==> src/hw/rtl/rts_pkg.sv <==
// Shared types, constants and the angle table function for the right triangle solver.
`timescale 1ns / 1ps
`default_nettype none

package rts_pkg;

  localparam int ANG_FRAC   = 48;
  localparam int SQRT_STEPS = 33;
  localparam int QUOT_STEPS = 33;

  localparam logic [32:0] MAX_C = 33'h1_FFFF_FFFF;
  localparam logic [31:0] MAX_B = 32'hFFFF_FFFF;

  typedef enum logic [1:0] {
    ST_OK    = 2'd0,
    ST_SAT   = 2'd1,
    ST_ZERO  = 2'd2,
    ST_RANGE = 2'd3
  } status_t;

  // Values carried beside the datapath of every stage.
  typedef struct packed {
    logic        mode;
    logic [31:0] a;
    logic [31:0] second;
    logic [31:0] alpha;
    logic        x_pos;
    logic        y_pos;
    logic [31:0] ux;
    logic [31:0] uy;
    logic [32:0] root;
    logic        ov_c;
    logic        ov_b;
  } side_t;

  typedef struct packed {
    logic signed [63:0] x;
    logic signed [63:0] y;
    logic signed [63:0] z;
  } vec_t;

  typedef struct packed {
    logic [65:0] rad;
    logic [32:0] root;
    logic [35:0] rem;
  } root_t;

  typedef struct packed {
    logic [32:0] nc;
    logic [32:0] nb;
    logic [31:0] rc;
    logic [31:0] rb;
    logic [32:0] qc;
    logic [32:0] qb;
  } quot_t;

  // Shift-subtract division, used only while building constants.
  function automatic logic [63:0] udiv64(input logic [63:0] n, input logic [63:0] d);
    logic [64:0] r;
    logic [63:0] q;
    r = '0;
    q = '0;
    for (int k = 63; k >= 0; k--) begin
      r = {r[63:0], n[k]};
      if (r >= {1'b0, d}) begin
        r = r - {1'b0, d};
        q[k] = 1'b1;
      end
    end
    return q;
  endfunction

  function automatic logic [63:0] atan_series(input logic [63:0] p_in, input logic [63:0] sq);
    logic [63:0] p;
    logic [63:0] sum;
    logic [63:0] dd;
    logic [63:0] t;
    logic        sub;
    p   = p_in;
    sum = '0;
    dd  = 64'd1;
    sub = 1'b0;
    for (int n = 0; n < 64; n++) begin
      if (p != '0) begin
        t   = udiv64(p, dd);
        sum = sub ? sum - t : sum + t;
        sub = !sub;
        dd  = dd + 64'd2;
        p   = udiv64(p, sq);
      end
    end
    return sum;
  endfunction

  function automatic logic [63:0] ratio48(input logic [63:0] num, input logic [63:0] den);
    logic [63:0] r;
    logic [63:0] q;
    r = num;
    q = '0;
    for (int k = 0; k < ANG_FRAC; k++) begin
      r = r << 1;
      q = q << 1;
      if (r >= den) begin
        r = r - den;
        q[0] = 1'b1;
      end
    end
    return q;
  endfunction

  // atan(2^-i) in degrees, signed Q48.
  function automatic logic signed [63:0] deg_angle(input int i);
    logic [63:0] one;
    logic [63:0] quarter;
    logic [63:0] v;
    one     = 64'd1 << 62;
    quarter = 64'd4 * atan_series(udiv64(one, 64'd5), 64'd25)
              - atan_series(udiv64(one, 64'd239), 64'd57121);
    if (i < 31) begin
      v = atan_series(64'd1 << (62 - i), 64'd1 << (2 * i));
    end else if (i <= 62) begin
      v = 64'd1 << (62 - i);
    end else begin
      v = '0;
    end
    if (i == 0) begin
      return $signed(64'd45 << ANG_FRAC);
    end
    return $signed(64'd45 * ratio48(v, quarter));
  endfunction

endpackage

`default_nettype wire

==> src/hw/rtl/rts_sqrt_cell.sv <==
// One bit of a restoring square root over a 66-bit radicand.
`timescale 1ns / 1ps
`default_nettype none

module rts_sqrt_cell (
  input  wire logic          clk,
  input  wire logic          rst,
  input  wire logic          adv,
  input  wire logic          in_valid,
  input  wire rts_pkg::root_t in_root,
  input  wire rts_pkg::side_t in_side,
  output logic               out_valid,
  output rts_pkg::root_t     out_root,
  output rts_pkg::side_t     out_side
);

  logic [35:0]    rem2;
  logic [35:0]    trial;
  rts_pkg::root_t nxt;

  always_comb begin
    rem2    = {in_root.rem[33:0], in_root.rad[65:64]};
    trial   = {1'b0, in_root.root, 2'b01};
    nxt.rad = in_root.rad << 2;
    if (rem2 >= trial) begin
      nxt.rem  = rem2 - trial;
      nxt.root = {in_root.root[31:0], 1'b1};
    end else begin
      nxt.rem  = rem2;
      nxt.root = {in_root.root[31:0], 1'b0};
    end
  end

  always_ff @(posedge clk) begin
    if (rst) begin
      out_valid <= 1'b0;
    end else if (adv) begin
      out_valid <= in_valid;
    end
  end

  always_ff @(posedge clk) begin
    if (adv) begin
      out_root <= nxt;
      out_side <= in_side;
    end
  end

endmodule

`default_nettype wire

==> config.mk <==
export PLATFORM = sky130hd
export DESIGN_NAME = rts_sqrt_cell
export DESIGN_NICKNAME = d
export VERILOG_FILES = /design/src/hw/rtl/rts_pkg.sv /design/src/hw/rtl/rts_sqrt_cell.sv
export SDC_FILE = /design/constraint.sdc
export NUM_CORES = 1
export LEC_CHECK = 0
export BUFFER_PORTS_ARGS = -buffer_cell sky130_fd_sc_hd__buf_2
export CAP_MARGIN = 20
export CORE_AREA = 2 2 261 263
export DETAILED_ROUTE_END_ITERATION = 12
export DIE_AREA = 0 0 263 265
export HOLD_SLACK_MARGIN = 0.15
export SYNTH_ARGS = -nofsm -noshare
export SYNTH_HDL_FRONTEND = slang
export SYNTH_SLANG_ARGS = --single-unit
==> constraint.sdc <==
create_clock -name clk -period 3.3 [get_ports clk]
set_input_delay 0.33 -clock clk [delete_from_list [all_inputs] [get_ports clk]]
set_output_delay 0.33 -clock clk [all_outputs]
set_load 0.005 [all_outputs]
# Word level (Yosys, flattened, before mapping)
# Cells that the tools add are included.
# totals
ff_bits	332
latch_bits	0
mem_bits_rw	0
romBits	0
in_bits	337
out_inout_bits	334
elab_cells	18
n_memories	0
# classes
add_sub_neg	1
mul	0
n_div	0
magnitude_cmp	1
n_eq_ne	0
n_shift	0
n_mux	1
bitwise	0
n_reduce_logical	0
# ops
op	n
two-way mux 37 bit	1
greater-or-equal comparator 36 x 35 -> 1 bit	1
subtractor 36 x 35 -> 36 bit	1

# Longest topological paths before layout
# depth
depth_word	2
mapped_depth	13
mapped_depth_nobuf	11

# Least setup slack after synthesis
# OpenSTA, ideal clock, no wires.
# synth_path
kind	input -> register
startpoint	in in_root[47] (netlist bit)
endpoint	reg out_root[31] (netlist bit) (data pin)
setup_time_ns	0.260
arrival_ns	2.613
required_time_ns	3.040
slack_ns	0.427
path_stages	10
path_buffers	2
path_cell_list	inv_1 -> ha_1 -> buf_2 -> and4_1 -> nor4b_2 -> nand2_1 -> or4_4 -> a31oi_4 -> buf_6 -> mux2_4
# synth_rtl
item	line_no	text
start: declaration	rts_sqrt_cell.sv:10	input wire rts_pkg::root_t in_root,
end signal: assignment	rts_sqrt_cell.sv:44	out_root <= nxt;
end: declaration	rts_sqrt_cell.sv:13	output rts_pkg::root_t out_root,

==> results.py <==
metrics = {
    "outcome": {
        "run_status": "complete, no violations",
    },
    "clock_network": {
        "htree_num_levels": 2,
        "clkLatencyLatePin_ns": 0.54,
        "tritoncts.num_buffers": 40,
        "root_buffer": "clkbuf_16",
        "cts_sinks": 332,
        "path_clk_slew_ns": 0.06,
        "cts_buffer_depth": 3,
        "cts_tree": "built",
    },
    "worst_setup_path": {
        "end_kind": "flip-flop",
        "slowest_delay_ns": 0.53,
        "required_ns": 3.60,
        "cp_cell_sequence": "dlygate4sd3_1 -> buf_2 -> inv_1 -> ha_1 -> or3_1 -> o22a_2 -> a31o_2 -> a21o_4 -> a211oi_4 -> nand3b_1 -> o31ai_1 -> xor2_1 -> mux2_4",
        "crit_type": "in -> reg",
        "crit_fanout": 4,
        "crit_arrival_ns": 3.51,
        "path_buf_inv": 3,
        "cp-start-kind": "primary input",
        "slowest_stage": "dlygate4sd3_1",
        "path_delay_family": "compound AO/OA/AOI/OAI gates",
    },
    "timing": {
        "fmax_mhz": 311.0,
        "relSlewSlack_pct": 43.98,
        "report.final.slew_viol_count": 0,
        "fin_tns_setup_ns": 0,
        "post-route-min-period_ns": 3.216,
        "clock-skew-final_ns": 0,
        "fin_crit_sh_pct": 97.44,
        "worstMarginPinSlew_ns": 0.8404,
        "finalHoldViolations": 0,
        "setup_viol": 0,
    },
    "route": {
        "drt_pass1_iterations": 5,
        "final_antenna_net_count": 0,
        "drtIter0Drc": 903,
        "viasPerCell": 3.909,
        "drc": 0,
        "vias": 10490,
        "routed_wl_mm": 54.95,
        "wire_per_inst_um": 20.49,
    },
    "placed_design": {
        "place_hpwl_mm": 41.63,
        "dpl-instance-area_um2": 17150,
        "gp_congestion": 0.8192,
        "numPortBuffers": 666,
    },
    "yosys": {
        "syn_area_per_cell_um2": 17.64,
        "synth-seq-area-share_pct": 80.77,
        "yosysWarnings": 0,
        "ys_ff_latch": 332,
        "ys_types": 53,
        "syn_area_um2": 12330,
        "async_reset_ff_share_pct": 0,
        "syn_inst": 699,
        "synthFlopType": "edfxtp_1",
        "synth_edf_count": 331,
    },
    "floorplanning": {
        "start_util_pct": 18.46,
        "dieArea_um2": 69700,
        "die_w_um": 263,
        "boundaryPins": 671,
        "rows": 95,
        "dieHeight_um": 265,
        "core-area_um2": 66800,
    },
    "power": {
        "p_leak_nw": 9.287,
        "p_total_w": 0.01132,
        "powerDensity_nw_per_um2": 519.4,
        "irDropWorstVdd_mv": 0.3218,
    },
    "run": {
        "drv_cap": 0,
    },
    "global_route": {
        "grt_pass1_wl_mm": 76.57,
        "antenna_found_initial": 14,
        "grt_overflow": 0,
        "grt_pass1_vias": 11090,
        "grt_usage_pct": 15.01,
        "grt_max_degree": 90,
    },
    "cells_and_area": {
        "final_cell_mix": "664 x buf_2, 331 x edfxtp_1, 328 x dlygate4sd3_1",
        "fillers": 6601,
        "drive_gt1_share_pct": 44.42,
        "final_common_cell": "buf_2",
        "utilization_pct": 32.62,
        "design_area_um2": 21790,
        "final_nets": 2145,
        "area_growth_pct": 76.70,
    },
    "worst_hold_path": {
        "hold_path.class": "in -> reg",
    },
}
==> timing repair <==
| action | CTS | global route |
|---|---|---|
| resized for setup | 0 | 14 |
| hold endpoints to repair | 327 | 0 |
| endpoints found under the setup margin | 0 | 29 |
| hold buffers | 328 | 0 |
| buffers inserted | 0 | 3 |
==> registers in the layout, indices dropped and copies added (netlist names) <==
| signal | count |
|---|---|
| out_side | 198 |
| out_root | 133 |
| out_valid | 1 |
==> final cells by class <==
type,instances,area (µm²),share of cell area (%)
Antenna cell,8,20.02,0.09188
Clock buffer,47,1049,4.812
Clock inverter,23,193.9,0.8901
Inverter,38,142.6,0.6546
Multi-Input combinational cell,315,2212,10.15
Sequential cell,332,9960,45.71
Tap cell,873,1092,5.013
Timing Repair Buffer,1046,7119,32.67
==> worst reg2reg max path, cell delays in order, from the launching register on <==
cell and delay (ns):
dfxtp_1 0.30, mux2i_1 0.12, nor2_1 0.06, dlygate4sd3_1 0.55
==> logic make-up (layout without fill, tap and decap cells) <==
group           Yosys count  in the layout  synth area share [%]
flops                   332            332                 80.77
compound gates          123            123                 6.494
simple gates            114            114                 4.181
buf+inv                  53           1154                 1.897
fa+ha+maj                35             35                 3.551
xor+xnor                 34             34                 2.415
mux                       7              7                0.6595
other cells               1             10               0.03041
==> metal layers <==
layer / share of wire, % / global-route usage [%] / up-vias
li1: - / - / 4821
met3: 7.7 / 4.412 / 79
met4: 3.1 / 4.942 / 14
met1: 39 / 17.17 / 5072
met5: 0.17 / 0 / -
met2: 50 / 26.77 / 499
==> final timing paths <==
kind,depth (start not counted),to,from,slack [ns]
max,13,out_root[31],in_root[36],0.08
min,3,out_root[1],in_root[134],0.19
max reg2reg,3,out_valid,out_valid,2.16
min reg2reg,3,out_valid,out_valid,1.05
==> metrics by stage <==
stage	cells	setup WS (ns)	hold slack, ns
2_1_floorplan	700	0.4266	0.4024
3_3_place_gp	2273	0.03969	0.4772
3_5_place_dp	2273	-0.03415	0.4807
4_1_cts	2671	0.03522	0.1630
5_1_grt	2679	-0.004762	0.2032
6_report	2682	0.08445	0.1949
==> synth_stat cells, types with 4 or more instances <==
cell type | count | area (µm²)
a21o_1 | 19 | 142.6
a21oi_1 | 52 | 260.3
buf_2 | 4 | 20.02
clkbuf_1 | 6 | 22.52
edfxtp_1 | 331 | 9940
ha_1 | 35 | 437.9
inv_1 | 38 | 142.6
mux2_2 | 5 | 56.30
nand2_1 | 33 | 123.9
nand3_1 | 10 | 50.05
nand4_1 | 4 | 25.02
nor2_1 | 47 | 176.4
nor3_1 | 5 | 25.02
o21ai_0 | 14 | 70.07
o21bai_1 | 7 | 52.55
xnor2_1 | 25 | 219.0
xor2_1 | 9 | 78.83
==> power breakdown <==
part | switching (W) | internal [W]
registers | 0.000117 | 0.00508
clock network | 0.00181 | 0.00244
logic | 0.000926 | 0.000939
total | 0.00286 | 0.00846
Power figures use the tool's default switching activity.
