`config.mk`:
```
export PLATFORM = sky130hd
export DESIGN_NAME = rts_div_cell
export DESIGN_NICKNAME = d
export VERILOG_FILES = /design/src/hw/rtl/rts_pkg.sv /design/src/hw/rtl/rts_div_cell.sv
export SDC_FILE = /design/constraint.sdc
export NUM_CORES = 1
export LEC_CHECK = 0
export BUFFER_PORTS_ARGS = -buffer_cell sky130_fd_sc_hd__buf_2
export CAP_MARGIN = 20
export CELL_PAD_IN_SITES_DETAIL_PLACEMENT = 0
export CELL_PAD_IN_SITES_GLOBAL_PLACEMENT = 1
export CORE_AREA = 2 2 305 307
export DETAILED_ROUTE_END_ITERATION = 7
export DIE_AREA = 0 0 307 309
export PLACE_DENSITY_LB_ADDON = 0.3
export SKIP_CTS_REPAIR_TIMING = 1
export SKIP_LAST_GASP = 1
export SLEW_MARGIN = 20
export SYNTH_ARGS = -nofsm -noshare
export SYNTH_HDL_FRONTEND = slang
export SYNTH_SLANG_ARGS = --single-unit
```
`constraint.sdc`:
```
create_clock -name clk -period 2.95 [get_ports clk]
set_clock_uncertainty 0.2 [all_clocks]
set_input_delay 0.295 -clock clk [delete_from_list [all_inputs] [get_ports clk]]
set_output_delay 0.295 -clock clk [all_outputs]
set_load 0.01 [all_outputs]
```
`src/hw/rtl/rts_pkg.sv`:
```
// Shared types, constants and the angle table function for the right triangle solver.
`timescale 1ns / 1ps
`default_nettype none

package rts_pkg;

  localparam int ANG_FRAC   = 48;
  localparam int SQRT_STEPS = 33;
  localparam int QUOT_STEPS = 33;

  localparam logic [32:0] MAX_C = 33'h1_FFFF_FFFF;
  localparam logic [31:0] MAX_B = 32'hFFFF_FFFF;

  typedef enum logic [1:0] {
    ST_OK    = 2'd0,
    ST_SAT   = 2'd1,
    ST_ZERO  = 2'd2,
    ST_RANGE = 2'd3
  } status_t;

  // Values carried beside the datapath of every stage.
  typedef struct packed {
    logic        mode;
    logic [31:0] a;
    logic [31:0] second;
    logic [31:0] alpha;
    logic        x_pos;
    logic        y_pos;
    logic [31:0] ux;
    logic [31:0] uy;
    logic [32:0] root;
    logic        ov_c;
    logic        ov_b;
  } side_t;

  typedef struct packed {
    logic signed [63:0] x;
    logic signed [63:0] y;
    logic signed [63:0] z;
  } vec_t;

  typedef struct packed {
    logic [65:0] rad;
    logic [32:0] root;
    logic [35:0] rem;
  } root_t;

  typedef struct packed {
    logic [32:0] nc;
    logic [32:0] nb;
    logic [31:0] rc;
    logic [31:0] rb;
    logic [32:0] qc;
    logic [32:0] qb;
  } quot_t;

  // Shift-subtract division, used only while building constants.
  function automatic logic [63:0] udiv64(input logic [63:0] n, input logic [63:0] d);
    logic [64:0] r;
    logic [63:0] q;
    r = '0;
    q = '0;
    for (int k = 63; k >= 0; k--) begin
      r = {r[63:0], n[k]};
      if (r >= {1'b0, d}) begin
        r = r - {1'b0, d};
        q[k] = 1'b1;
      end
    end
    return q;
  endfunction

  function automatic logic [63:0] atan_series(input logic [63:0] p_in, input logic [63:0] sq);
    logic [63:0] p;
    logic [63:0] sum;
    logic [63:0] dd;
    logic [63:0] t;
    logic        sub;
    p   = p_in;
    sum = '0;
    dd  = 64'd1;
    sub = 1'b0;
    for (int n = 0; n < 64; n++) begin
      if (p != '0) begin
        t   = udiv64(p, dd);
        sum = sub ? sum - t : sum + t;
        sub = !sub;
        dd  = dd + 64'd2;
        p   = udiv64(p, sq);
      end
    end
    return sum;
  endfunction

  function automatic logic [63:0] ratio48(input logic [63:0] num, input logic [63:0] den);
    logic [63:0] r;
    logic [63:0] q;
    r = num;
    q = '0;
    for (int k = 0; k < ANG_FRAC; k++) begin
      r = r << 1;
      q = q << 1;
      if (r >= den) begin
        r = r - den;
        q[0] = 1'b1;
      end
    end
    return q;
  endfunction

  // atan(2^-i) in degrees, signed Q48.
  function automatic logic signed [63:0] deg_angle(input int i);
    logic [63:0] one;
    logic [63:0] quarter;
    logic [63:0] v;
    one     = 64'd1 << 62;
    quarter = 64'd4 * atan_series(udiv64(one, 64'd5), 64'd25)
              - atan_series(udiv64(one, 64'd239), 64'd57121);
    if (i < 31) begin
      v = atan_series(64'd1 << (62 - i), 64'd1 << (2 * i));
    end else if (i <= 62) begin
      v = 64'd1 << (62 - i);
    end else begin
      v = '0;
    end
    if (i == 0) begin
      return $signed(64'd45 << ANG_FRAC);
    end
    return $signed(64'd45 * ratio48(v, quarter));
  endfunction

endpackage

`default_nettype wire

```
`src/hw/rtl/rts_div_cell.sv`:
```
// One quotient bit for both divisions by the rotated sine.
`timescale 1ns / 1ps
`default_nettype none

module rts_div_cell (
  input  wire logic          clk,
  input  wire logic          rst,
  input  wire logic          adv,
  input  wire logic          in_valid,
  input  wire rts_pkg::quot_t in_quot,
  input  wire rts_pkg::side_t in_side,
  output logic               out_valid,
  output rts_pkg::quot_t     out_quot,
  output rts_pkg::side_t     out_side
);

  logic [32:0]    rc2;
  logic [32:0]    rb2;
  logic [32:0]    dv;
  rts_pkg::quot_t nxt;

  always_comb begin
    dv     = {1'b0, in_side.uy};
    rc2    = {in_quot.rc, in_quot.nc[32]};
    rb2    = {in_quot.rb, in_quot.nb[32]};
    nxt.nc = in_quot.nc << 1;
    nxt.nb = in_quot.nb << 1;
    if (rc2 >= dv) begin
      nxt.rc = 32'(rc2 - dv);
      nxt.qc = {in_quot.qc[31:0], 1'b1};
    end else begin
      nxt.rc = rc2[31:0];
      nxt.qc = {in_quot.qc[31:0], 1'b0};
    end
    if (rb2 >= dv) begin
      nxt.rb = 32'(rb2 - dv);
      nxt.qb = {in_quot.qb[31:0], 1'b1};
    end else begin
      nxt.rb = rb2[31:0];
      nxt.qb = {in_quot.qb[31:0], 1'b0};
    end
  end

  always_ff @(posedge clk) begin
    if (rst) begin
      out_valid <= 1'b0;
    end else if (adv) begin
      out_valid <= in_valid;
    end
  end

  always_ff @(posedge clk) begin
    if (adv) begin
      out_quot <= nxt;
      out_side <= in_side;
    end
  end

endmodule

`default_nettype wire

```
## Word-level counts from Yosys, hierarchy flattened

Cells that the tools add are included.
W data, S select, Z words.

- Bits in registers: 393
- Input bits: 398
- Output and inout port bits: 395
- Logic and storage cells: 26

- Add/sub/neg operators: 2
- Magnitude comparators: 2
- Multiplexer cells: 4

Operator list:

| operator | count |
|---|---|
| $ge A33 B32 Y1 | 2 |
| $mux W32 | 2 |
| $sub A32 B32 Y32 | 2 |
| $mux W1 | 2 |

## Longest topological paths before layout

- Depth in word-level cells: 2
- Mapped depth: 14
- Gate-level depth less buffers: 11

## Least setup slack after synthesis

No wires, ideal clock.

- Path kind: input to register
- From: input in_side[59] (netlist name)
- To: register out_quot[75] (netlist name) (data pin)
- Library setup time: 0.260 ns
- Arrival: 2.568 ns
- Data required time: 2.490 ns
- Setup slack: -0.079 ns
- Stages on the path: 12
- Buffers on the path: 2
- Cells stage by stage: inv_1 -> ha_1 -> buf_2 -> nand2_1 -> or4_1 -> nor4_1 -> nor4_1 -> o31ai_2 -> a21oi_4 -> inv_4 -> buf_6 -> mux2_4

RTL lines:

| what | RTL line | RTL |
|---|---|---|
| start: declaration | rts_div_cell.sv:11 | `input wire rts_pkg::side_t in_side,` |
| end signal: assignment | rts_div_cell.sv:54 | `out_quot <= nxt;` |
| end: declaration | rts_div_cell.sv:13 | `output rts_pkg::quot_t out_quot,` |

==> metrics.txt <==
sequential area share after synthesis=70.8%; register area=0.0118 sq mm; Pins Over Slew Limit=0; clk_lat worst skew=0.65 ns; leading register cell type out of synthesis=edfxtp_1; Post-Route Utilization=32.7%; Area Overhead vs Synth=79.4%; number of synthesized flops with an enable pin=392; crit path cell chain=dlygate4sd3_1 -> buf_2 -> inv_1 -> ha_1 -> a21o_1 -> a211oi_1 -> o21ai_0 -> a311o_1 -> nor2_4 -> buf_4 -> buf_4 -> nand2_1 -> o21ai_0; Synth Warn #=0; Ports=793; total number of vias=15,800; Yosys reg bits=393; Initial Util=18.2%; die height=309 microns; Pre-antenna DRT Iters=5; first-pass GRT wire length=125,000 microns; Placed Area=0.0242 sq mm; P_leak=0.0130 uW; Worst path max stage delay=0.53 ns; clock slew at reported path FFs=0.06 ns; core box area=0.0914 sq mm; largest net degree at the start of global routing=57; RSZ-0062 raised after global routing=false; crit-path max FO=8; Crit path buffers/inverters=5; maxcap violations=0; R2R Setup Slk=1.62 ns; FF-to-FF End=out_valid$_SDFFE_PP0P_; pin slew with the least headroom to its limit=0.573 ns; count of final setup violators=0; Req. time, crit path=3.15 ns; TritonCTS Buffers=51; Placer Congestion=0.897; Final ANT Viol Nets=0; DRC viols=0; post-route cell area=0.0299 sq mm; slew margin rel.=61.8%; Overall Global Routing Usage=19.4%; worst r2r src=out_valid$_SDFFE_PP0P_; most frequent cells in the layout=787 x buf_2, 392 x edfxtp_1, 388 x dlygate4sd3_1; Max Root-Sink Buffers=3; Crit Path Class=input pin to flip-flop; die area=0.0949 sq mm; Peak VDD IR=0.390 mV; post-layout minimum cycle time=2.84 ns; number of global-route vias before repair=14,800; crit path capture type=flip-flop; Final Net Count=3,065; Hold Crit Depth=4; final-report hold violation count=1; gr ovfl total=0; port bufs=788; delay-heaviest family, CP=compound AO/OA/AOI/OAI gates; Vias/cell=4.09; DP Wirelength=81,400 microns; most common cell after layout, fill and taps aside=buf_2; initial antenna violation count=37; Max Clock Freq=352 MHz; drt total wl=100,000 microns; Critical-path top delay cell=dlygate4sd3_1; Mapped Area=0.0167 sq mm; row count=111; clock root buffer=clkbuf_16; share of cells above drive strength 1=45.8%; CP Launch Type=input pin; setup TNS=0 ns; Unique masters post-synth=79; worst path arrival time=3.04 ns; Min Hold Slack=-0.0156 ns; Post-synth ARST share=0%; status=finished with violations; area of the multi-input gates=0.00461 sq mm; Synth Instances=1,136; Final Cycle Share=96.2%; hold wc startpoint=in_quot[116]; Die W=307 microns; P per Cell Area=573 mW/mm^2; wire length per cell after detailed routing=26.0 microns; Reg2Reg Depth=3; Syn Area/Cell=14.7 sq um; clk sinks=393; H-tree depth=2; fillcell total=9,330; Hold WC Path Type=input pin to flip-flop; CTS tree=built; failing checks=negative hold slack; Tot Pwr=17,100 uW; drt initial violations=1,047; Hold Path Sink=out_quot[117]$_DFFE_PP_
==> cells in the mapped netlist (4+ instances only) <==
library cell / instances / share of area (%)
o21bai_1: 15 / 0.68
and2_1: 9 / 0.34
a21o_1: 30 / 1.4
nand4_1: 14 / 0.53
and4_1: 5 / 0.26
o211a_1: 4 / 0.24
mux2_4: 4 / 0.36
clkbuf_1: 20 / 0.45
nor3_1: 17 / 0.51
edfxtp_1: 392 / 71
nand3_1: 21 / 0.63
xnor2_1: 26 / 1.4
o31ai_1: 5 / 0.23
buf_2: 12 / 0.36
ha_1: 64 / 4.8
o21a_1: 11 / 0.50
a21oi_2: 19 / 1.0
buf_6: 4 / 0.27
a211o_1: 4 / 0.21
nand2b_1: 7 / 0.26
o21ai_0: 36 / 1.1
and3_1: 9 / 0.34
mux2_2: 4 / 0.27
a21oi_1: 80 / 2.4
or2_2: 5 / 0.19
or3_1: 6 / 0.23
xor2_1: 17 / 0.89
nor4_1: 12 / 0.45
inv_1: 52 / 1.2
a211oi_1: 13 / 0.59
nor2_1: 81 / 1.8
nand2_1: 57 / 1.3
a31oi_1: 5 / 0.19
nor2b_1: 9 / 0.34
==> sequential cells by signal, summed over array words and instances, names as in the netlist <==
name,cells
out_side,198
out_valid,1
out_quot,194
==> final cells by class <==
cell class / instances / area share (%)
sequential: 393 / 39.5
tap: 1186 / 4.97
timing repair buffer: 1450 / 33.6
clock inverter: 35 / 1.30
clock buffer: 59 / 4.37
inverter: 54 / 0.695
antenna: 24 / 0.201
multi-input combinational: 651 / 15.4
==> per-stage QoR <==
| step | setup slack [ns] | cells |
|---|---|---|
| 3_5_place_dp | -0.680 | 3342 |
| 3_3_place_gp | -0.713 | 3342 |
| 6_report | 0.113 | 3852 |
| 2_1_floorplan | 0.00158 | 1137 |
| 5_1_grt | 0.0195 | 3840 |
| 4_1_cts | 0.0219 | 3436 |
==> report_power, final <==
part,switching (uW),internal (uW)
registers,196,6760
logic,2010,1710
clock network,2720,3740
==> worst max-delay path by stage <==
stage	startpoint	endpoint	slack (ns)	depth (start not counted)
after floorplan	in_side[45]	out_quot[75]$_DFFE_PP_	0.002	12
after global placement	in_side[37]	out_quot[127]$_DFFE_PP_	-0.71	15
after detailed placement	in_side[37]	out_quot[127]$_DFFE_PP_	-0.68	15
after CTS	in_side[37]	out_quot[127]$_DFFE_PP_	0.02	15
after global routing	in_side[64]	out_quot[119]$_DFFE_PP_	0.02	14
final	in_side[64]	out_quot[122]$_DFFE_PP_	0.11	13
==> cells by family (layout without fill, tap and decap cells) <==
logic type | after synthesis | count (layout) | share of synthesized area, %
AOI/OAI and AO/OA | 263 | 263 | 10.7
and+or+nand+nor | 267 | 267 | 8.02
DFF | 393 | 393 | 70.8
xor gates and xnor gates | 43 | 43 | 2.26
buffers and inverters | 93 | 1598 | 2.43
other | 1 | 26 | 0.0225
adders and majority gates | 66 | 66 | 5.05
muxes | 10 | 10 | 0.751
==> worst register-to-register path: stages, from the launching register on <==
cell and delay (ns):
dfxtp_1 0.31, mux2i_1 0.12, nor2_1 0.05, dlygate4sd3_1 0.55
==> routing by layer <==
| layer | share of wire (%) | GRT usage [%] | vias up |
|---|---|---|---|
| met1 | 39 | 20.7 | 7696 |
| li1 | - | - | 7300 |
| met2 | 50 | 34.9 | 600 |
| met3 | 7.7 | 7.84 | 142 |
| met4 | 3.6 | 6.25 | 18 |
| met5 | 0.11 | 0 | - |
Note: power is estimated with default switching activity, not from simulation.
