$ cat src/hw/rtl/rts_pkg.sv
// Shared types, constants and the angle table function for the right triangle solver.
`timescale 1ns / 1ps
`default_nettype none

package rts_pkg;

  localparam int ANG_FRAC   = 48;
  localparam int SQRT_STEPS = 33;
  localparam int QUOT_STEPS = 33;

  localparam logic [32:0] MAX_C = 33'h1_FFFF_FFFF;
  localparam logic [31:0] MAX_B = 32'hFFFF_FFFF;

  typedef enum logic [1:0] {
    ST_OK    = 2'd0,
    ST_SAT   = 2'd1,
    ST_ZERO  = 2'd2,
    ST_RANGE = 2'd3
  } status_t;

  // Values carried beside the datapath of every stage.
  typedef struct packed {
    logic        mode;
    logic [31:0] a;
    logic [31:0] second;
    logic [31:0] alpha;
    logic        x_pos;
    logic        y_pos;
    logic [31:0] ux;
    logic [31:0] uy;
    logic [32:0] root;
    logic        ov_c;
    logic        ov_b;
  } side_t;

  typedef struct packed {
    logic signed [63:0] x;
    logic signed [63:0] y;
    logic signed [63:0] z;
  } vec_t;

  typedef struct packed {
    logic [65:0] rad;
    logic [32:0] root;
    logic [35:0] rem;
  } root_t;

  typedef struct packed {
    logic [32:0] nc;
    logic [32:0] nb;
    logic [31:0] rc;
    logic [31:0] rb;
    logic [32:0] qc;
    logic [32:0] qb;
  } quot_t;

  // Shift-subtract division, used only while building constants.
  function automatic logic [63:0] udiv64(input logic [63:0] n, input logic [63:0] d);
    logic [64:0] r;
    logic [63:0] q;
    r = '0;
    q = '0;
    for (int k = 63; k >= 0; k--) begin
      r = {r[63:0], n[k]};
      if (r >= {1'b0, d}) begin
        r = r - {1'b0, d};
        q[k] = 1'b1;
      end
    end
    return q;
  endfunction

  function automatic logic [63:0] atan_series(input logic [63:0] p_in, input logic [63:0] sq);
    logic [63:0] p;
    logic [63:0] sum;
    logic [63:0] dd;
    logic [63:0] t;
    logic        sub;
    p   = p_in;
    sum = '0;
    dd  = 64'd1;
    sub = 1'b0;
    for (int n = 0; n < 64; n++) begin
      if (p != '0) begin
        t   = udiv64(p, dd);
        sum = sub ? sum - t : sum + t;
        sub = !sub;
        dd  = dd + 64'd2;
        p   = udiv64(p, sq);
      end
    end
    return sum;
  endfunction

  function automatic logic [63:0] ratio48(input logic [63:0] num, input logic [63:0] den);
    logic [63:0] r;
    logic [63:0] q;
    r = num;
    q = '0;
    for (int k = 0; k < ANG_FRAC; k++) begin
      r = r << 1;
      q = q << 1;
      if (r >= den) begin
        r = r - den;
        q[0] = 1'b1;
      end
    end
    return q;
  endfunction

  // atan(2^-i) in degrees, signed Q48.
  function automatic logic signed [63:0] deg_angle(input int i);
    logic [63:0] one;
    logic [63:0] quarter;
    logic [63:0] v;
    one     = 64'd1 << 62;
    quarter = 64'd4 * atan_series(udiv64(one, 64'd5), 64'd25)
              - atan_series(udiv64(one, 64'd239), 64'd57121);
    if (i < 31) begin
      v = atan_series(64'd1 << (62 - i), 64'd1 << (2 * i));
    end else if (i <= 62) begin
      v = 64'd1 << (62 - i);
    end else begin
      v = '0;
    end
    if (i == 0) begin
      return $signed(64'd45 << ANG_FRAC);
    end
    return $signed(64'd45 * ratio48(v, quarter));
  endfunction

endpackage

`default_nettype wire

$ cat src/hw/rtl/rts_front.sv
// Input stages: leg normalization and CORDIC start vector.
`timescale 1ns / 1ps
`default_nettype none

module rts_front #(
  parameter int FRACTION_BITS = 16
) (
  input  wire logic          clk,
  input  wire logic          rst,
  input  wire logic          adv,
  input  wire logic          in_valid,
  input  wire logic          mode,
  input  wire logic [31:0]   a,
  input  wire logic [31:0]   second,
  output logic               out_valid,
  output rts_pkg::vec_t      out_vec,
  output rts_pkg::side_t     out_side
);

  logic        v1;
  logic        mode1;
  logic [31:0] a1;
  logic [31:0] second1;
  logic [5:0]  shift1;
  logic [31:0] m;
  logic [4:0]  msb;

  always_comb begin
    m   = (a > second) ? a : second;
    msb = '0;
    for (int i = 0; i < 32; i++) begin
      if (m[i]) msb = 5'(i);
    end
  end

  always_ff @(posedge clk) begin
    if (rst) begin
      v1        <= 1'b0;
      out_valid <= 1'b0;
    end else if (adv) begin
      v1        <= in_valid;
      out_valid <= v1;
    end
  end

  always_ff @(posedge clk) begin
    if (adv) begin
      mode1   <= mode;
      a1      <= a;
      second1 <= second;
      // put the larger leg's top bit at bit 59
      shift1  <= 6'd59 - {1'b0, msb};
    end
  end

  always_ff @(posedge clk) begin
    if (adv) begin
      if (mode1) begin
        out_vec <= '{x: $signed(64'd1 << 31), y: '0,
                     z: $signed(64'(second1) << (rts_pkg::ANG_FRAC - FRACTION_BITS))};
      end else begin
        out_vec <= '{x: $signed(64'(second1) << shift1), y: $signed(64'(a1) << shift1),
                     z: '0};
      end
      out_side <= '{mode: mode1, a: a1, second: second1, default: '0};
    end
  end

endmodule

`default_nettype wire

$ cat config.mk
export PLATFORM = sky130hd
export DESIGN_NAME = rts_front
export DESIGN_NICKNAME = d
export VERILOG_FILES = /design/src/hw/rtl/rts_pkg.sv /design/src/hw/rtl/rts_front.sv
export SDC_FILE = /design/constraint.sdc
export NUM_CORES = 1
export LEC_CHECK = 0
export BUFFER_PORTS_ARGS = -buffer_cell sky130_fd_sc_hd__buf_2
export CAP_MARGIN = 20
export CORE_MARGIN = 2
export CORE_UTILIZATION = 53
export DETAILED_ROUTE_END_ITERATION = 8
export PLACE_DENSITY = 0.84
export SLEW_MARGIN = 20
export SYNTH_ARGS = -nofsm -noshare
export SYNTH_HDL_FRONTEND = slang
export SYNTH_SLANG_ARGS = --single-unit
$ cat constraint.sdc
create_clock -name clk -period 3.75 [get_ports clk]
set_input_delay 0.1875 -clock clk [delete_from_list [all_inputs] [get_ports clk]]
set_output_delay 0.1875 -clock clk [all_outputs]
set_load 0.01 [all_outputs]
# Word-level counts from Yosys, hierarchy flattened
# Index checks and enable logic that the tools add are counted.
dict set report word_totals {
  regBits 330
  in_bits 69
  out_inout_bits 391
  wordCells 49
}
dict set report op_classes {
  n_addsub 1
  magnitude_cmp 1
  n_shift 2
  muxes 32
}
# cell n
set ops {}
lappend ops {{2-to-1 mux 5 bit} 29}
lappend ops {{left shift 32 x 6 -> 64 bit} 2}
lappend ops {{> comparator 32 bit} 1}
lappend ops {{2-to-1 mux 32 bit} 1}
lappend ops {{subtractor 6 x 5 -> 6 bit, first input constant} 1}
lappend ops {{2-to-1 mux 2 bit} 1}
lappend ops {{2-to-1 mux 1 bit} 1}

# Logic depth before layout (Yosys ltp)
dict set report depth {
  word_depth 34
  ltp_mapped 11
  depth_no_buf 11
}

# Least setup slack after synthesis
# No wires, ideal clock.
dict set report synth_timing {
  kind {input-to-reg}
  from {input port second[7]}
  to {register shift1[4] (data pin)}
  setup_time_ns 0.263
  t_arrival_ns 2.379
  required_time_ns 3.487
  path_slack_ns 1.108
  cell_stages 11
  n_path_buf 0
  path_cell_list {inv_1 > ha_1 > a21oi_2 > o21ai_1 > a221o_1 > o311a_1 > o31ai_4 > o211ai_1 > o31a_2 > ha_1 > xor2_1}
}
dict set report synth_via {
  elab_cells_between_ends 34
  cone_classes {add/sub: 1; order compare: 1; mux: 32}
}
# element line_no
set synth_rtl {}
lappend synth_rtl {{start: declaration} rts_front.sv:14} ;# input wire logic [31:0] second,
lappend synth_rtl {{> comparator 32 bit} rts_front.sv:29} ;# m = (a > second) ? a : second;
lappend synth_rtl {{2-to-1 mux 32 bit (*)} rts_front.sv:29}
lappend synth_rtl {{2-to-1 mux 5 bit (27 in a row)} rts_front.sv:32} ;# if (m[i]) msb = 5'(i);
lappend synth_rtl {{2-to-1 mux 5 bit (*)} rts_front.sv:32}
lappend synth_rtl {{named net msb[2]} rts_front.sv:26} ;# logic [4:0] msb;
lappend synth_rtl {{subtractor 6 x 5 -> 6 bit (*)} rts_front.sv:52} ;# shift1 <= 6'd59 - {1'b0, msb};
lappend synth_rtl {{end signal: assignment} rts_front.sv:52}
lappend synth_rtl {{end: declaration} rts_front.sv:24} ;# logic [5:0] shift1;
# Mark *: on every way through the listed nets, which the timed path passes. The rest lies on a longest branch.
# A chain may end at the register's enable or synchronous reset.

# Final worst setup path
dict set report layout_timing {
  from {input port second[12]}
  to {register shift1[4] (data pin)}
}
dict set report layout_via {
  elab_chain_cells 34
}
# element line_no
set layout_rtl {}
lappend layout_rtl {{> comparator 32 bit} rts_front.sv:29}
lappend layout_rtl {{2-to-1 mux 32 bit (*)} rts_front.sv:29}
lappend layout_rtl {{2-to-1 mux 1 bit} rts_front.sv:32}
lappend layout_rtl {{2-to-1 mux 2 bit} rts_front.sv:32}
lappend layout_rtl {{2-to-1 mux 5 bit (28 in a row)} rts_front.sv:32}
lappend layout_rtl {{2-to-1 mux 5 bit (*)} rts_front.sv:32}
lappend layout_rtl {{subtractor 6 x 5 -> 6 bit (*)} rts_front.sv:52}
# Mark *: on every way between the ends. The rest lies on a longest branch, timed or not.

==> results_dict.tcl <==
set metrics [dict create \
    fin_area_um2 19500 \
    finalHoldViolCount 0 \
    cp-end-kind "flop" \
    portBuffers 294 \
    first_pass_iters 7 \
    grt_first_pass_wirelength_mm 72.4 \
    vias 12600 \
    crit_start "second[12]" \
    start_util_pct 54.1 \
    cts_buffer_depth 3 \
    ios 460 \
    worstRegToRegCells 8 \
    ir_drop_v 0.000381 \
    worstPathRequired_ps 4070 \
    grt_pass1_vias 11700 \
    syn_to_final_growth_pct 17.2 \
    p_leak_nw 8.24 \
    hold_start "adv" \
    fin_cells 2163 \
    vias_per_cell 5.82 \
    synth_area_um2 16600 \
    path_class "in2reg" \
    maxCapViolations 0 \
    cts_root_buf "clkbuf_16" \
    synth.top_cells.by_area "edfxtp_1 (53%), buf_4 (7.8%), mux2i_1 (5.9%)" \
    grt-ovfl-total 0 \
    synth-edff-count 296 \
    ys.flop_type "edfxtp_1" \
    worstSkewPairLatency_ps 580 \
    hold_class "in2reg" \
    status "finished clean" \
    r2r-start "shift1[0]" \
    cts_tree "done" \
    pre_cts_ws_ps 627 \
    place_inst 2039 \
    grt_max_degree 104 \
    synth-async-reset-ratio_pct 0 \
    grtUsageTotal_pct 28.9 \
    cts_buffers 30 \
    fin_crit_sh_pct 84.2 \
    nNetsFinal 1844 \
    core.rowCount 64 \
    fp.coreArea_um2 30700 \
    synth_top_area_share_pct 53.5 \
    die_height_um 181 \
    syn_avg_cell_area_um2 11.9 \
    cp.arrival_ps 3480 \
    gp_congestion 0.944 \
    clock_sinks 298 \
    tightest_slew_ps 940 \
    rsz0062_at_grt "false" \
    yosys_warnings 0 \
    start_kind "input port" \
    antenna_found_initial 0 \
    synth-seq-area-share_pct 53.7 \
    wirelength_mm 49.3 \
    synth_seq_cells 298 \
    drc 0 \
    setup_slack_ps 591 \
    place_area_um2 17800 \
    total_power_w 0.00912 \
    wire_per_inst_um 22.8 \
    yosys-top-cells-count "edfxtp_1 (296), buf_4 (173), nand2_1 (136), nor2_1 (120), mux2i_1 (98)" \
    dieArea_um2 32800 \
    power_density_nw_per_um2 468 \
    synthCells 1397 \
    post-dp-hpwl_mm 36.1 \
    yosysMostFrequentCell "edfxtp_1" \
    slew_viol_final 0 \
    drt_iter0_markers 1681 \
    min_path_cells 1 \
    fin_setup_tns_ps 0 \
    h-tree-depth 1 \
    yosysTopAreaCell "edfxtp_1" \
    synth.distinct_cells 63 \
    postRouteAntennaNets 0 \
    finalSetupViolCount 0 \
    clk_pin_slew_ps 70 \
    cts.repair.resized 0 \
    die_w_um 181 \
    drive_gt1_share_pct 25.7 \
    path_max_fanout 10 \
    slew_headroom_pct 37.2 \
    max_freq_mhz 317 \
    fin_crit_ps 3160 \
    finalClockSkew_ps 32.4 \
]
where the power goes:
group          total [W]  switching (W)  internal [W]  leakage (nW)
Sequential       0.00416       0.000194       0.00396          3.03
Clock            0.00293        0.00131       0.00162         0.459
Combinational    0.00203        0.00125      0.000778          4.75
Total            0.00912        0.00276       0.00636          8.24
registers in the layout (all words and copies together), names as in the netlist:
register   count
shift1         6
mode1          1
second1       32
v1             1
out_valid      1
out_side      65
out_vec      160
a1            32
path summary, 6_finish.rpt:
| path | slack (ps) | end |
|---|---|---|
| worst min register to register | 510 | out_valid |
| worst max-delay path | 590 | shift1[4] |
| worst min-delay path | 120 | out_side[146] |
| worst max register to register | 620 | out_vec[187] |
cell families (layout without fill, tap and decap cells):
logic type / Yosys count / in the layout / synth area share (%)
xor gates and xnor gates: 1 / 1 / 0.0527
muxes: 170 / 170 / 13.4
other: 1 / 166 / 0.0226
and+or+nand+nor: 364 / 364 / 9.71
AOI/OAI and AO/OA: 250 / 250 / 9.83
DFF: 298 / 298 / 53.7
adders and majority gates: 33 / 33 / 2.48
buffers and inverters: 280 / 485 / 10.8
worst max-delay path: stages:
cell,delay [ps]
dlygate4sd3_1,570
buf_2,190
inv_1,60
ha_1,270
nand4_1,140
nor4_1,470
a21boi_0,330
o311a_1,250
o31ai_4,120
a2111oi_0,410
a31oi_1,80
ha_1,220
xor2_1,170
what timing repair did:
item	in CTS	in global routing
buffers inserted	0	0
hold buffers	67	0
endpoints found under the hold margin	67	0
routing by layer:
layer / vias up / share of wire (%) / track usage [%]
met4: 0 / 3.0 / 7.84
met1: 6000 / 38 / 39.6
met2: 950 / 49 / 48.7
met3: 111 / 10 / 4.01
li1: 5529 / - / -
met5: - / 0 / 0
placed cells by master (no fill, tap or decap), drive strengths merged, types with 3 or more instances in the layout:
master,count
a22oi,4
a21o,5
nand4,5
nor3,15
a31oi,9
a2111oi,4
a311oi,4
a22o,12
nor4,9
nor2b,8
o311ai,3
nand3,11
o21ai,72
o22a,12
clkinv,15
o21a,12
or2,3
inv,41
buf,322
mux2,33
nand2b,3
conb,165
ha,33
o211ai,11
nand2,136
o22ai,25
and2,47
dlygate4sd3,67
mux2i,98
clkbuf,32
o41ai,6
a211oi,5
clkinvlp,6
nor2,120
mux4,39
a21oi,47
edfxtp,296
final cells by class:
| class | instances | area, um^2 |
|---|---|---|
| Multi-Input combinational cell | 983 | 6520 |
| Tap cell | 396 | 495 |
| Antenna cell | 1 | 2.50 |
| Clock inverter | 24 | 206 |
| Sequential cell | 298 | 8930 |
| Timing Repair Buffer | 389 | 2420 |
| Clock buffer | 32 | 758 |
| Inverter | 40 | 150 |
| Fill cell | 2329 | 11300 |
per-stage QoR:
| stage | utilization, % | hold WS [ps] |
|---|---|---|
| 6_report | 63.4 | 117 |
| 5_1_grt | 63.4 | 129 |
| 4_1_cts | 63.4 | 115 |
| 3_5_place_dp | 58.0 | 366 |
| 3_3_place_gp | 58.0 | 361 |
| 2_1_floorplan | - | 260 |
No activity file was read; power rests on OpenSTA's default activity.
